--- src/hdl/lpd_pkg.sv ---
package lpd_pkg;

	localparam int DEF_CHANNELS = 16;
	localparam int HDR_BYTES    = 4;
	localparam int HDR_CNT_W    = 3;
	localparam int LEN_W        = 32;
	localparam int CH_W         = 4;
	localparam int BYTE_W       = 8;
	localparam logic [LEN_W-1:0] MAX_LEN_RESET = 32'd65535;

	typedef enum logic [1:0] {
		OP_DATA      = 2'd0,
		OP_CLOSE     = 2'd1,
		OP_ERR_CLOSE = 2'd2
	} op_t;

	typedef enum logic [2:0] {
		KIND_PAYLOAD   = 3'd0,
		KIND_EMPTY     = 3'd1,
		KIND_CLOSE     = 3'd2,
		KIND_ERR_CLOSE = 3'd3,
		KIND_BAD_LEN   = 3'd4
	} kind_t;

	// While the header is being collected, word holds the length bytes seen so far.
	// Once a message is open, hdr_cnt is four and word counts the payload bytes still due.
	typedef struct packed {
		logic [HDR_CNT_W-1:0] hdr_cnt;
		logic [LEN_W-1:0]     word;
	} ctx_t;

	typedef struct packed {
		kind_t             kind;
		logic [BYTE_W-1:0] data;
		logic              last;
		logic              dropped;
	} res_t;

	localparam int CTX_W = $bits(ctx_t);

endpackage

--- src/hdl/length_prefix_deframer_core.sv ---
// Channel      Signals                                  Contents
// s_*          s_tvalid s_tready s_tdata s_tuser        one stream byte or close event
// m_*          m_tvalid m_tready m_tdata m_tuser m_tlast one result word
// cfg_*        cfg_write cfg_data                       largest message length
//
// A word is taken every cycle unless m_tready stalls; it passes stage s1, then the result
// register. Per-channel context sits in one RAM, read when the word is accepted, written
// as it leaves s1, with the last write forwarded to a following word of the same channel.
// After reset the context RAM is cleared entry by entry with s_tready low.
// A stalled m_tready holds the result register and then the stage behind it.
module length_prefix_deframer_core import lpd_pkg::*; #(
	parameter int CHANNELS = DEF_CHANNELS
) (
	input  logic        clk,
	input  logic        arst_n,
	input  logic        s_tvalid,
	output logic        s_tready,
	input  logic [15:0] s_tdata,   // channel[3:0], data_byte[11:4], zero[15:12]
	input  logic [1:0]  s_tuser,   // opcode[1:0]
	output logic        m_tvalid,
	input  logic        m_tready,
	output logic [15:0] m_tdata,   // channel_res[3:0], payload_byte[11:4], partial_dropped[12]
	output logic [2:0]  m_tuser,   // out_kind[2:0]
	output logic        m_tlast,
	input  logic        cfg_write,
	input  logic [31:0] cfg_data
);

	localparam int AW = (CHANNELS > 1) ? $clog2(CHANNELS) : 1;

	logic [LEN_W-1:0]  max_len_q;
	logic              clearing_q;
	logic [AW-1:0]     clr_q;

	logic              s1_valid;
	logic [1:0]        s1_opcode;
	logic [CH_W-1:0]   s1_ch;
	logic [BYTE_W-1:0] s1_byte;

	logic              fwd_valid_q;
	logic [CH_W-1:0]   fwd_ch_q;
	ctx_t              fwd_ctx_q;

	logic              out_valid_q;
	kind_t             out_kind_q;
	logic [CH_W-1:0]   out_ch_q;
	logic [BYTE_W-1:0] out_byte_q;
	logic              out_last_q;
	logic              out_dropped_q;

	logic              accept;
	logic              step;
	logic              ch_ok;
	logic [CTX_W-1:0]  ram_rdata;
	ctx_t              ctx_cur;
	ctx_t              ctx_next;
	logic              emit;
	res_t              res;
	logic              ram_we;
	logic [AW-1:0]     ram_waddr;
	logic [CTX_W-1:0]  ram_wdata;

	assign step     = s1_valid && (!out_valid_q || m_tready);
	assign s_tready = !clearing_q && (!s1_valid || step);
	assign accept   = s_tvalid && s_tready;
	assign ch_ok    = (32'(s1_ch) < 32'(CHANNELS));
	assign ctx_cur  = (fwd_valid_q && fwd_ch_q == s1_ch) ? fwd_ctx_q : ctx_t'(ram_rdata);

	assign ram_we    = clearing_q || (step && ch_ok);
	assign ram_waddr = clearing_q ? clr_q : AW'(s1_ch);
	assign ram_wdata = clearing_q ? CTX_W'(0) : CTX_W'(ctx_next);

	lpd_ram #(
		.WIDTH(CTX_W),
		.DEPTH(CHANNELS)
	) u_ctx_ram (
		.clk  (clk),
		.we   (ram_we),
		.waddr(ram_waddr),
		.wdata(ram_wdata),
		.re   (accept),
		.raddr(AW'(s_tdata[CH_W-1:0])),
		.rdata(ram_rdata)
	);

	lpd_ctx_update u_update (
		.opcode   (s1_opcode),
		.data_byte(s1_byte),
		.ctx      (ctx_cur),
		.max_len  (max_len_q),
		.ctx_next (ctx_next),
		.emit     (emit),
		.res      (res)
	);

	always_ff @(posedge clk or negedge arst_n) begin
		if (!arst_n) begin
			max_len_q   <= MAX_LEN_RESET;
			clearing_q  <= 1'b1;
			clr_q       <= '0;
			s1_valid    <= 1'b0;
			fwd_valid_q <= 1'b0;
			out_valid_q <= 1'b0;
		end else begin
			if (cfg_write) begin
				max_len_q <= cfg_data;
			end
			if (clearing_q) begin
				clr_q <= clr_q + AW'(1);
				if (clr_q == AW'(CHANNELS - 1)) begin
					clearing_q <= 1'b0;
				end
			end
			if (accept) begin
				s1_valid <= 1'b1;
			end else if (step) begin
				s1_valid <= 1'b0;
			end
			if (clearing_q) begin
				fwd_valid_q <= 1'b0;
			end else if (step && ch_ok) begin
				fwd_valid_q <= 1'b1;
			end
			if (step) begin
				out_valid_q <= emit && ch_ok;
			end else if (m_tready) begin
				out_valid_q <= 1'b0;
			end
		end
	end

	always_ff @(posedge clk) begin
		if (accept) begin
			s1_opcode <= s_tuser;
			s1_ch     <= s_tdata[CH_W-1:0];
			s1_byte   <= s_tdata[CH_W+BYTE_W-1:CH_W];
		end
		if (step && ch_ok) begin
			fwd_ch_q  <= s1_ch;
			fwd_ctx_q <= ctx_next;
		end
		if (step && emit) begin
			out_kind_q    <= res.kind;
			out_ch_q      <= s1_ch;
			out_byte_q    <= res.data;
			out_last_q    <= res.last;
			out_dropped_q <= res.dropped;
		end
	end

	assign m_tvalid = out_valid_q;
	assign m_tdata  = {3'b000, out_dropped_q, out_byte_q, out_ch_q};
	assign m_tuser  = out_kind_q;
	assign m_tlast  = out_last_q;

endmodule

--- src/hdl/lpd_ram.sv ---
module lpd_ram import lpd_pkg::*; #(
	parameter int WIDTH = CTX_W,
	parameter int DEPTH = DEF_CHANNELS
) (
	input  logic                                 clk,
	input  logic                                 we,
	input  logic [(DEPTH > 1 ? $clog2(DEPTH) : 1)-1:0] waddr,
	input  logic [WIDTH-1:0]                     wdata,
	input  logic                                 re,
	input  logic [(DEPTH > 1 ? $clog2(DEPTH) : 1)-1:0] raddr,
	output logic [WIDTH-1:0]                     rdata
);

	logic [WIDTH-1:0] mem [DEPTH];

	always_ff @(posedge clk) begin
		if (we) begin
			mem[waddr] <= wdata;
		end
		if (re) begin
			rdata <= mem[raddr];
		end
	end

endmodule

--- src/hdl/lpd_ctx_update.sv ---
module lpd_ctx_update import lpd_pkg::*; (
	input  logic [1:0]        opcode,
	input  logic [BYTE_W-1:0] data_byte,
	input  ctx_t              ctx,
	input  logic [LEN_W-1:0]  max_len,
	output ctx_t              ctx_next,
	output logic              emit,
	output res_t              res
);

	logic [LEN_W-1:0] len;

	assign len = {ctx.word[LEN_W-BYTE_W-1:0], data_byte};

	always_comb begin
		ctx_next    = ctx;
		emit        = 1'b0;
		res.kind    = KIND_PAYLOAD;
		res.data    = '0;
		res.last    = 1'b0;
		res.dropped = 1'b0;
		unique case (op_t'(opcode))
			OP_DATA: begin
				if (ctx.hdr_cnt < HDR_CNT_W'(HDR_BYTES)) begin
					ctx_next.hdr_cnt = ctx.hdr_cnt + HDR_CNT_W'(1);
					if (ctx.hdr_cnt == '0) begin
						ctx_next.word = LEN_W'(data_byte);
					end else begin
						ctx_next.word = len;
					end
					if (ctx.hdr_cnt == HDR_CNT_W'(HDR_BYTES - 1)) begin
						if (len < LEN_W'(HDR_BYTES) || len > max_len) begin
							ctx_next = '0;
							emit     = 1'b1;
							res.kind = KIND_BAD_LEN;
						end else if (len == LEN_W'(HDR_BYTES)) begin
							ctx_next = '0;
							emit     = 1'b1;
							res.kind = KIND_EMPTY;
						end else begin
							ctx_next.word = len - LEN_W'(HDR_BYTES);
						end
					end
				end else begin
					emit     = 1'b1;
					res.data = data_byte;
					if (ctx.word == LEN_W'(1)) begin
						res.last = 1'b1;
						ctx_next = '0;
					end else begin
						ctx_next.word = ctx.word - LEN_W'(1);
					end
				end
			end
			OP_CLOSE, OP_ERR_CLOSE: begin
				ctx_next    = '0;
				emit        = 1'b1;
				res.kind    = (op_t'(opcode) == OP_CLOSE) ? KIND_CLOSE : KIND_ERR_CLOSE;
				res.dropped = (ctx.hdr_cnt != '0);
			end
			default: begin
			end
		endcase
	end

endmodule

--- config.mk ---
export PLATFORM = sky130hd
export DESIGN_NAME = length_prefix_deframer_core
export DESIGN_NICKNAME = d
export VERILOG_FILES = /design/src/hdl/lpd_pkg.sv /design/src/hdl/length_prefix_deframer_core.sv /design/src/hdl/lpd_ram.sv /design/src/hdl/lpd_ctx_update.sv
export SDC_FILE = /design/constraint.sdc
export NUM_CORES = 1
export LEC_CHECK = 0
export BUFFER_PORTS_ARGS = -buffer_cell sky130_fd_sc_hd__buf_2
export CORE_MARGIN = 2
export CORE_UTILIZATION = 60
export CTS_BUF_LIST = sky130_fd_sc_hd__clkbuf_4
export CTS_CLUSTER_DIAMETER = 150
export DETAILED_ROUTE_END_ITERATION = 12
export PLACE_DENSITY_LB_ADDON = 0.15
export RECOVER_POWER = 50
export SETUP_SLACK_MARGIN = 0.2
export SLEW_MARGIN = 5
export SYNTH_ARGS = -nofsm -noshare
export SYNTH_HDL_FRONTEND = slang
export SYNTH_SLANG_ARGS = --single-unit
--- constraint.sdc ---
create_clock -name clk -period 7.8 [get_ports clk]
set_input_delay 0.78 -clock clk [delete_from_list [all_inputs] [get_ports clk]]
set_output_delay 0.78 -clock clk [all_outputs]
set_load 0.01 [all_outputs]
==> out/qor.yml, run 1 <==
min_from: "m_tready"
numPortBuffers: 69
cts_resized: 0
antenna_found_initial: 2
drt_pass1_iterations: 6
min_period_ns: 7.14
grt_pass1_wl_mm: 116
cp_max_fo: 46
yosys_warnings: 0
period_share_pct: 91.6
clockBufferDepth: 3
gr-usage-all-layers_pct: 30.5
hp-class: "primary input to flop"
leakage_nw: 11.7
dp_hpwl_mm: 43.7
fin_cells: 2825
worst_r2r_startpoint: "m_tvalid"
core_area_um2: 50100
via_per_inst: 6.34
synth_edf_count: 665
critPathSlowestCell: "clkbuf_1"
synthCells: 1784
p_sw_share_pct: 25.6
cts_tree: "built"
fp.dieH_um: 229
ys_seq_elements: 705
seq_power_share_pct: 52.5
cap_viol_max_count: 26
rsz0062_at_grt: "no"
synth_ff_type: "edfxtp_1"
hold_viol: 0
place_congestion: 0.966
drtIter0Drc: 1964
dp_cells: 2476
path_cells: "nor2b_1 > nor2b_4 > clkbuf_1 > a31oi_1 > nor2_4 > clkbuf_1"
hold_end: "s1_valid"
ys_types: 87
avgRoutedWirePerCell_um: 27.3
status: "finished, violations left"
die_x_um: 229
fmax_mhz: 140
path_delay_family: "buffers and inverters"
power_switching_mw: 2.21
clockRootBuffer: "clkbuf_4"
synth.avg_cell_area_um2: 17.0
clkTransAtPathRegs_ns: 0.06
cp_slowest_stage_delay_ns: 2.48
yosysSeqAreaShare_pct: 69.1
syn_to_final_growth_pct: 12.4
clock_latency_ns: 1.04
drc: 0
htreeDepth: 4
drive_gt1_share_pct: 26.9
crit_type: "flop to flop"
endpoint_kind: "flop"
first_global_vias: 18300
finalWirelength_mm: 77.2
combPwrFrac_pct: 11.8
num_vias: 17900
timing.setup.tns_ns: 0
violations: "max-capacitance violations, max-slew violations"
ant_nets: 0
r2r_setup_slack_ns: 0.66
finalSetupViolations: 0
critPathArrivalTime_ns: 7.66
crit_cells: 6
hold_depth: 3
critPathBufInv: 2
p_per_area_nw_per_um2: 252
nets: 2113
cp_common_cell: "clkbuf_1"
cts_sinks: 705
cp.required_ns: 8.32
io_pins: 77
dieArea_um2: 52500
final_cell_mix: "edfxtp_1 (665), clkbuf_4 (240), mux4_2 (175)"
tightest_slew_ns: 4.11
irDropWorstVdd_v: 0.000201
fin_skew_ns: 0.0657
synth_area_um2: 30400
async_reset_ff_share_pct: 5.67
reg2reg_to: "u_ctx_ram.mem[8][29]"
numCtsBuffers: 172
grt_start_max_net_pins: 97
p_int_mw: 6.40
mostFrequentLayoutCell: "edfxtp_1"
rows: 82
slew_viol_final: 1110
initial_utilization_pct: 60.7
grt-ovfl-total: 0
power_frac_clock_pct: 35.7
r2r_cells: 6
max-slew-margin-rel_pct: -174
start_kind: "flop"
## worst reg2reg max path, stage by stage, from the launching register on
cell and delay [ns]:
dfrtp_1 0.39, nor2b_1 0.21, nor2b_4 0.12, clkbuf_1 2.12
a31oi_1 1.02, nor2_4 0.25, clkbuf_1 2.48
## worst max path at each step
stage                                 end  slack [ns]      from
floorplan                         m_tlast        1.77  s1_ch[1]
global placement     u_ctx_ram.mem[14][6]        1.29  s1_ch[0]
detailed placement   u_ctx_ram.mem[13][6]        0.99  s1_ch[0]
CTS                 u_ctx_ram.mem[14][31]        0.95  s1_ch[0]
global route        u_ctx_ram.mem[12][25]        0.36  s1_ch[0]
finish               u_ctx_ram.mem[8][29]        0.66  m_tvalid
## flip-flops by register name (all words and copies together), names as in the netlist
register / count
s1_opcode: 2
s1_valid: 1
m_tlast: 1
fwd_ctx_q: 35
s1_ch: 4
out_ch_q: 4
u_ctx_ram.rdata: 35
u_ctx_ram.mem: 560
fwd_ch_q: 4
fwd_valid_q: 1
s1_byte: 8
clearing_q: 1
m_tuser: 3
out_dropped_q: 1
m_tvalid: 1
clr_q: 4
max_len_q: 32
out_byte_q: 8
## synthesized netlist by cell type (all sizes together) (3+ instances only)
cell type,n,share of area [%]
edfxtp,665,66
mux4,175,13
nand2,95,1.2
nor2,89,1.1
o21ai,77,1.3
inv,73,0.90
clkbuf,59,0.74
a21oi,54,0.91
buf,41,0.80
ha,37,1.5
mux2i,35,1.2
nand3,27,0.44
dfrtp,23,1.9
a31oi,22,0.45
and2,21,0.43
dfstp,17,1.5
nor3,17,0.30
nand4,16,0.35
nor4,14,0.31
o31ai,14,0.43
and3,13,0.27
o22ai,13,0.27
or3,13,0.30
a211oi,12,0.31
xnor2,12,0.44
or4,11,0.27
o211ai,10,0.26
xor2,10,0.29
nand2b,9,0.19
o31a,9,0.26
a22oi,8,0.23
nor2b,8,0.16
or2,8,0.16
a21o,7,0.17
and4,6,0.17
mux2,6,0.22
nor3b,5,0.12
a22o,4,0.12
a311oi,4,0.12
o21a,4,0.099
a211o,3,0.086
o2111ai,3,0.086
o21bai,3,0.074
o22a,3,0.086
## layer usage
| metal | vias to the layer above | share of wire, % | GRT usage [%] |
|---|---|---|---|
| met5 | - | 0 | 0 |
| met1 | 9127 | 40 | 42.5 |
| met2 | 878 | 48 | 47.8 |
| met4 | 0 | 3.2 | 12.1 |
| li1 | 7759 | - | - |
| met3 | 146 | 8.2 | 6.50 |
## timing repair
item	in CTS	in global routing
hold buffers	43	0
setup buffers	0	0
hold endpoints to repair	65	0
## power groups by stage
| stage | Sequential, mW | Clock (mW) | Combinational (mW) |
|---|---|---|---|
| after floorplan | 4.55 | 0 | 0.648 |
| after detailed placement | 4.58 | 0 | 0.980 |
| after global routing | 4.53 | 3.35 | 1.10 |
| final | 4.52 | 3.07 | 1.02 |
| after CTS | 4.50 | 3.15 | 1.00 |
| after global placement | 4.58 | 0 | 0.952 |
## metrics by stage
| stage | util [%] | cell area, µm² | setup WS (ns) | total power [mW] | hold slack, ns |
|---|---|---|---|---|---|
| final | 68.2 | 34200 | 0.657 | 8.61 | 0.182 |
| after global routing | 68.2 | 34200 | 0.362 | 8.98 | 0.138 |
| after CTS | 68.5 | 34300 | 0.950 | 8.65 | 0.110 |
| after detailed placement | 63.2 | 31700 | 0.987 | 5.56 | 0.510 |
| after global placement | 63.2 | 31700 | 1.29 | 5.53 | 0.504 |
| after floorplan | - | 30400 | 1.77 | 5.20 | 0.480 |
## cell families (layout without fill, tap and decap cells)
family	Yosys count	after routing	synth area share, %
fa+ha+maj	37	37	1.52
flops	705	705	69.1
other cells	1	9	0.0123
xor+xnor	22	22	0.733
compound gates	273	273	5.94
simple gates	356	356	5.94
mux	216	216	14.3
buf+inv	174	535	2.45
## layout make-up
type | count | area [µm²]
sequential | 705 | 21000
fill | 3420 | 15900
multi-input combinational | 907 | 8800
clock buffer | 239 | 1790
timing repair buffer | 161 | 1030
tap | 672 | 841
clock inverter | 61 | 422
inverter | 74 | 278
antenna | 6 | 15.0
No activity file was read; power rests on OpenSTA's default activity.
==> inputs of run 2 (changes only) <==
- PLACE_DENSITY_LB_ADDON: 0.15 -> 0.05
==> run 2 against run 1 <==
The flow still finishes with violations (max-capacitance violations, max-slew violations). Clock skew fell by 0.0061 ns. First-iteration DRC count rose by 4.7%. Via count rose by 1.3%. Wire length rose by 0.82%. Setup slack improved by 0.0060 ns. Non-clock buffer count rose by 5. Flip-flop and latch count did not move. Cell area fell by 0.21%. Global-route usage rose by 0.052 points. Final cell count fell by 0.28%.
==> out/qor.yml, run 2 (synthesis results as in run 1) <==
cts_sinks: 705
numCtsBuffers: 174
endpoint_kind: "flop"
io_pins: 77
ant_nets: 0
cts_resized: 0
largest_reg_flops: 560
drc: 0
die_x_um: 229
dp_cells: 2481
htreeDepth: 4
initial_utilization_pct: 60.7
grt_start_max_net_pins: 75
design_area_um2: 34100
avgRoutedWirePerCell_um: 27.6
hp-class: "primary input to flop"
irDropWorstVdd_v: 0.000154
final_cell_mix: "edfxtp_1 (665), clkbuf_4 (247), mux4_2 (175)"
hold_viol: 0
clockBufferDepth: 3
place_area_um2: 31700
cp_max_fo: 23
clockRootBuffer: "clkbuf_4"
cts_setup_buffers: 0
regMostFlops: "u_ctx_ram.mem"
core_area_um2: 50100
total_power_mw: 8.54
cp-startpoint: "s1_ch[2]"
start_kind: "flop"
fin_cells: 2817
hold_ws_ns: 0.220
fin_skew_ns: 0.0597
cp.required_ns: 8.40
status: "finished, violations left"
dieArea_um2: 52500
syn_to_final_growth_pct: 12.2
grt-ovfl-total: 0
timing.setup.tns_ns: 0
fmax_mhz: 140
hold_depth: 3
rsz0062_at_grt: "no"
finalWirelength_mm: 77.9
cap_viol_max_count: 26
drtIter0Drc: 2057
crit_type: "flop to flop"
leakage_nw: 11.8
period_share_pct: 91.5
fp.dieH_um: 229
min_from: "m_tready"
place_congestion: 0.964
r2r_cells: 13
worst_r2r_startpoint: "s1_ch[2]"
grt_pass1_wl_mm: 115
antenna_found_initial: 1
clkTransAtPathRegs_ns: 0.06
rows: 82
max-slew-margin-rel_pct: -207
slew_viol_final: 920
gr-usage-all-layers_pct: 30.5
cts_tree: "built"
dp_hpwl_mm: 44.8
p_per_area_nw_per_um2: 251
top_regs: "u_ctx_ram.mem (560), fwd_ctx_q (35), u_ctx_ram.rdata (35)"
tightest_slew_ns: 4.60
first_global_vias: 18300
hold_buffers: 43
clock_latency_ns: 1.02
drt_pass1_iterations: 6
via_per_inst: 6.44
min_period_ns: 7.14
critPathArrivalTime_ns: 7.73
mostFrequentLayoutCell: "edfxtp_1"
nets: 2120
num_vias: 18200
drive_gt1_share_pct: 27.3
finalSetupViolations: 0
numPortBuffers: 69
violations: "max-capacitance violations, max-slew violations"
## run 2: cell types whose count changed in the layout (fill, tap and decap cells not counted), moves of 2 or more
| cell | change |
|---|---|
| clkinv_1 | -14 |
| buf_4 | +9 |
| nor2_1 | +9 |
| nor2_4 | -9 |
| clkbuf_1 | -8 |
| clkbuf_4 | +7 |
| clkbuf_2 | +5 |
| diode_2 | -5 |
| bufinv_16 | -2 |
## run 2: final cells by class
cell class              instances  area (µm²)
multi-input cells             907        8730
fillers                      3522       16000
well taps                     672         841
repair buffers                166        1090
flip-flops and latches        705       21000
diodes                          1        2.50
clock inverters                45         307
clock buffers                 247        1850
inverters                      74         278
## run 2: metrics by stage
| step | setup WS [ns] | util (%) |
|---|---|---|
| floorplan | 1.77 | - |
| CTS | 1.28 | 68.4 |
| global route | 0.474 | 68.1 |
| finish | 0.663 | 68.1 |
| global placement | 1.52 | 63.3 |
| detailed placement | 1.28 | 63.3 |
## run 2: worst paths after layout
path | slack, ns | to
max in group asynchronous | 5.60 | max_len_q[21]
setup reg to reg | 0.66 | u_ctx_ram.mem[3][4]
setup / recovery | 0.66 | u_ctx_ram.mem[3][4]
hold / removal | 0.22 | s1_valid
min in group asynchronous | 0.95 | clr_q[0]
hold reg to reg | 0.52 | max_len_q[5]
## run 2: where the power goes
group	switching (mW)	internal [mW]	total [mW]	leakage (nW)
Sequential	0.0806	4.43	4.51	6.63
Clock	1.43	1.58	3.01	1.28
Combinational	0.667	0.351	1.02	3.88
Total	2.18	6.37	8.54	11.8
## run 2: critical path, cell delays in order (launching register included)
cell	delay [ns]
edfxtp_1	0.52
xnor2_1	0.30
and3_1	0.25
clkbuf_1	1.09
a21oi_1	0.27
a21oi_1	0.46
ha_1	0.36
nand2_1	0.20
o21ai_0	0.57
a21oi_1	0.18
a311o_1	0.66
nand2b_1	0.51
buf_4	0.31
o22ai_1	1.03
## run 2: per-layer routing
| layer | up-vias | GRT usage (%) | share of wire [%] |
|---|---|---|---|
| li1 | 7758 | - | - |
| met4 | 0 | 12.9 | 3.6 |
| met1 | 9257 | 43.1 | 40 |
| met2 | 968 | 47.3 | 48 |
| met5 | - | 0 | 0 |
| met3 | 168 | 6.03 | 8.9 |
==> inputs of run 3 (changes only) <==
- clock period: 7.8 -> 8.8 ns (I/O delays scaled with it)
==> run 3 against run 2 <==
The run still ends with max-capacitance violations, max-slew violations left. Hold slack worse by 0.015 ns. Count of clock-buffer cells in the layout up 4. Clock skew shrank 0.0042 ns. Clock power fell by 11%. Flip-flop and latch count stayed put. Largest power group unchanged. Combinational power is 12% lower. Sequential power fell by 11%. First-iteration DRC count down 11%. Cell area decreased by 0.13%. Setup slack better by 0.62 ns. Via count is 1.4% lower. Critical path type unchanged.
==> out/qor.yml, run 3 (synthesis results as in run 1) <==
cts_tree: "built"
max-slew-margin-rel_pct: -332
hold_end: "s1_valid"
fmax_mhz: 133
drt_pass1_iterations: 6
cp.required_ns: 9.42
hold_viol: 0
endpoint_kind: "flop"
numPortBuffers: 69
numCtsBuffers: 175
regMostFlops: "u_ctx_ram.mem"
rsz0062_at_grt: "no"
fin_cells: 2820
tightest_slew_ns: 6.47
p_per_area_nw_per_um2: 223
ant_nets: 0
status: "finished, violations left"
clkTransAtPathRegs_ns: 0.06
clock_latency_ns: 1.07
rows: 82
grt_pass1_wl_mm: 115
first_global_vias: 18400
regArea_um2: 21000
irDropWorstVdd_v: 0.000135
dp_hpwl_mm: 44.8
reg2reg_to: "u_ctx_ram.mem[7][30]"
start_kind: "flop"
initial_utilization_pct: 60.7
cts_resized: 0
hold_depth: 3
num_vias: 17900
power_switching_mw: 1.94
grt-ovfl-total: 0
period_share_pct: 85.5
syn_to_final_growth_pct: 12.0
clockRootBuffer: "clkbuf_4"
drc: 0
fin_skew_ns: 0.0555
clockBufferDepth: 3
p_int_mw: 5.64
nFillCells: 3497
slew_viol_final: 992
nets: 2114
antenna_found_initial: 1
htreeDepth: 4
setup_slack_ns: 1.28
mostFrequentLayoutCell: "edfxtp_1"
timing.setup.tns_ns: 0
hp-class: "primary input to flop"
avgRoutedWirePerCell_um: 27.4
crit_type: "flop to flop"
dieArea_um2: 52500
seq_power_share_pct: 52.8
total_power_mw: 7.58
cts_setup_buffers: 0
drtIter0Drc: 1829
critPathArrivalTime_ns: 8.14
cp_max_fo: 52
core_area_um2: 50100
dp_cells: 2473
p_sw_share_pct: 25.6
io_pins: 77
finalSetupViolations: 0
violations: "max-capacitance violations, max-slew violations"
largest_reg_flops: 560
cts_sinks: 705
grt_start_max_net_pins: 90
cap_viol_max_count: 33
leakage_nw: 11.7
place_congestion: 0.945
min_period_ns: 7.52
drive_gt1_share_pct: 26.8
min_from: "m_tready"
combPwrFrac_pct: 11.9
r2r_cells: 7
r2r_setup_slack_ns: 1.28
via_per_inst: 6.34
dp_slack_ns: 1.99
multi_input_area_um2: 8710
fp.dieH_um: 229
power_frac_clock_pct: 35.3
die_x_um: 229
finalWirelength_mm: 77.3
top_regs: "u_ctx_ram.mem (560), fwd_ctx_q (35), u_ctx_ram.rdata (35)"
gr-usage-all-layers_pct: 30.5
final_cell_mix: "edfxtp_1 (665), clkbuf_4 (251), mux4_2 (175)"
worst_r2r_startpoint: "clearing_q"
-- run 3: routing by layer --
| layer | GRT usage (%) | up-vias | part of all wire (%) |
|---|---|---|---|
| li1 | - | 7755 | - |
| met1 | 42.5 | 9141 | 41 |
| met2 | 47.4 | 835 | 48 |
| met3 | 7.57 | 160 | 7.8 |
| met4 | 11.2 | 0 | 3.0 |
| met5 | 0 | - | 0 |
-- run 3: stage by stage --
step	hold WS, ns	area, µm²	util [%]
after detailed placement	0.504	31600	63.2
after CTS	0.0988	34200	68.4
final	0.205	34100	68.0
after global placement	0.504	31600	63.2
after floorplan	0.480	30400	-
after global routing	0.180	34000	68.0
-- run 3: worst max path at each step --
stage                          start                    to  slack, ns  cells after the start
after floorplan             s1_ch[1]               m_tlast       2.77                     19
after global placement      s1_ch[0]  u_ctx_ram.mem[0][10]       2.14                     16
after detailed placement    s1_ch[0]  u_ctx_ram.mem[2][10]       1.99                     16
after CTS                   s1_ch[0]  u_ctx_ram.mem[6][10]       1.91                     16
after global routing      clearing_q  u_ctx_ram.mem[15][1]       0.92                      7
final                     clearing_q  u_ctx_ram.mem[7][30]       1.28                      7
-- run 3: final cells by class --
| cell class | instances | share of cell area, % |
|---|---|---|
| diodes | 7 | 0.0514 |
| clock buffers | 251 | 5.53 |
| clock inverters | 45 | 0.874 |
| inverters | 74 | 0.816 |
| multi-input cells | 907 | 25.6 |
| flip-flops and latches | 705 | 61.6 |
| well taps | 672 | 2.47 |
| repair buffers | 159 | 3.04 |
-- run 3: timing repair --
item	CTS	global route
endpoints found under the hold margin	65	0
endpoints found under the setup margin	0	0
hold buffers	43	0
-- run 3: power groups by stage --
stage          clock, mW  sequential [mW]  combinational (mW)
2_1_floorplan          0             4.04               0.574
3_3_place_gp           0             4.06               0.845
3_5_place_dp           0             4.06               0.866
4_1_cts             2.74             3.99               0.884
5_1_grt             2.92             4.01               0.976
6_report            2.68             4.00               0.901
-- run 3: worst max-delay path: stages, from the launching register on --
cell and delay, ns:
dfstp_2 0.51, clkbuf_1 1.85, clkinv_1 0.25, clkbuf_1 0.68, nor3b_1 0.42, a41oi_1 0.18
nor2_1 1.71, clkbuf_1 1.37
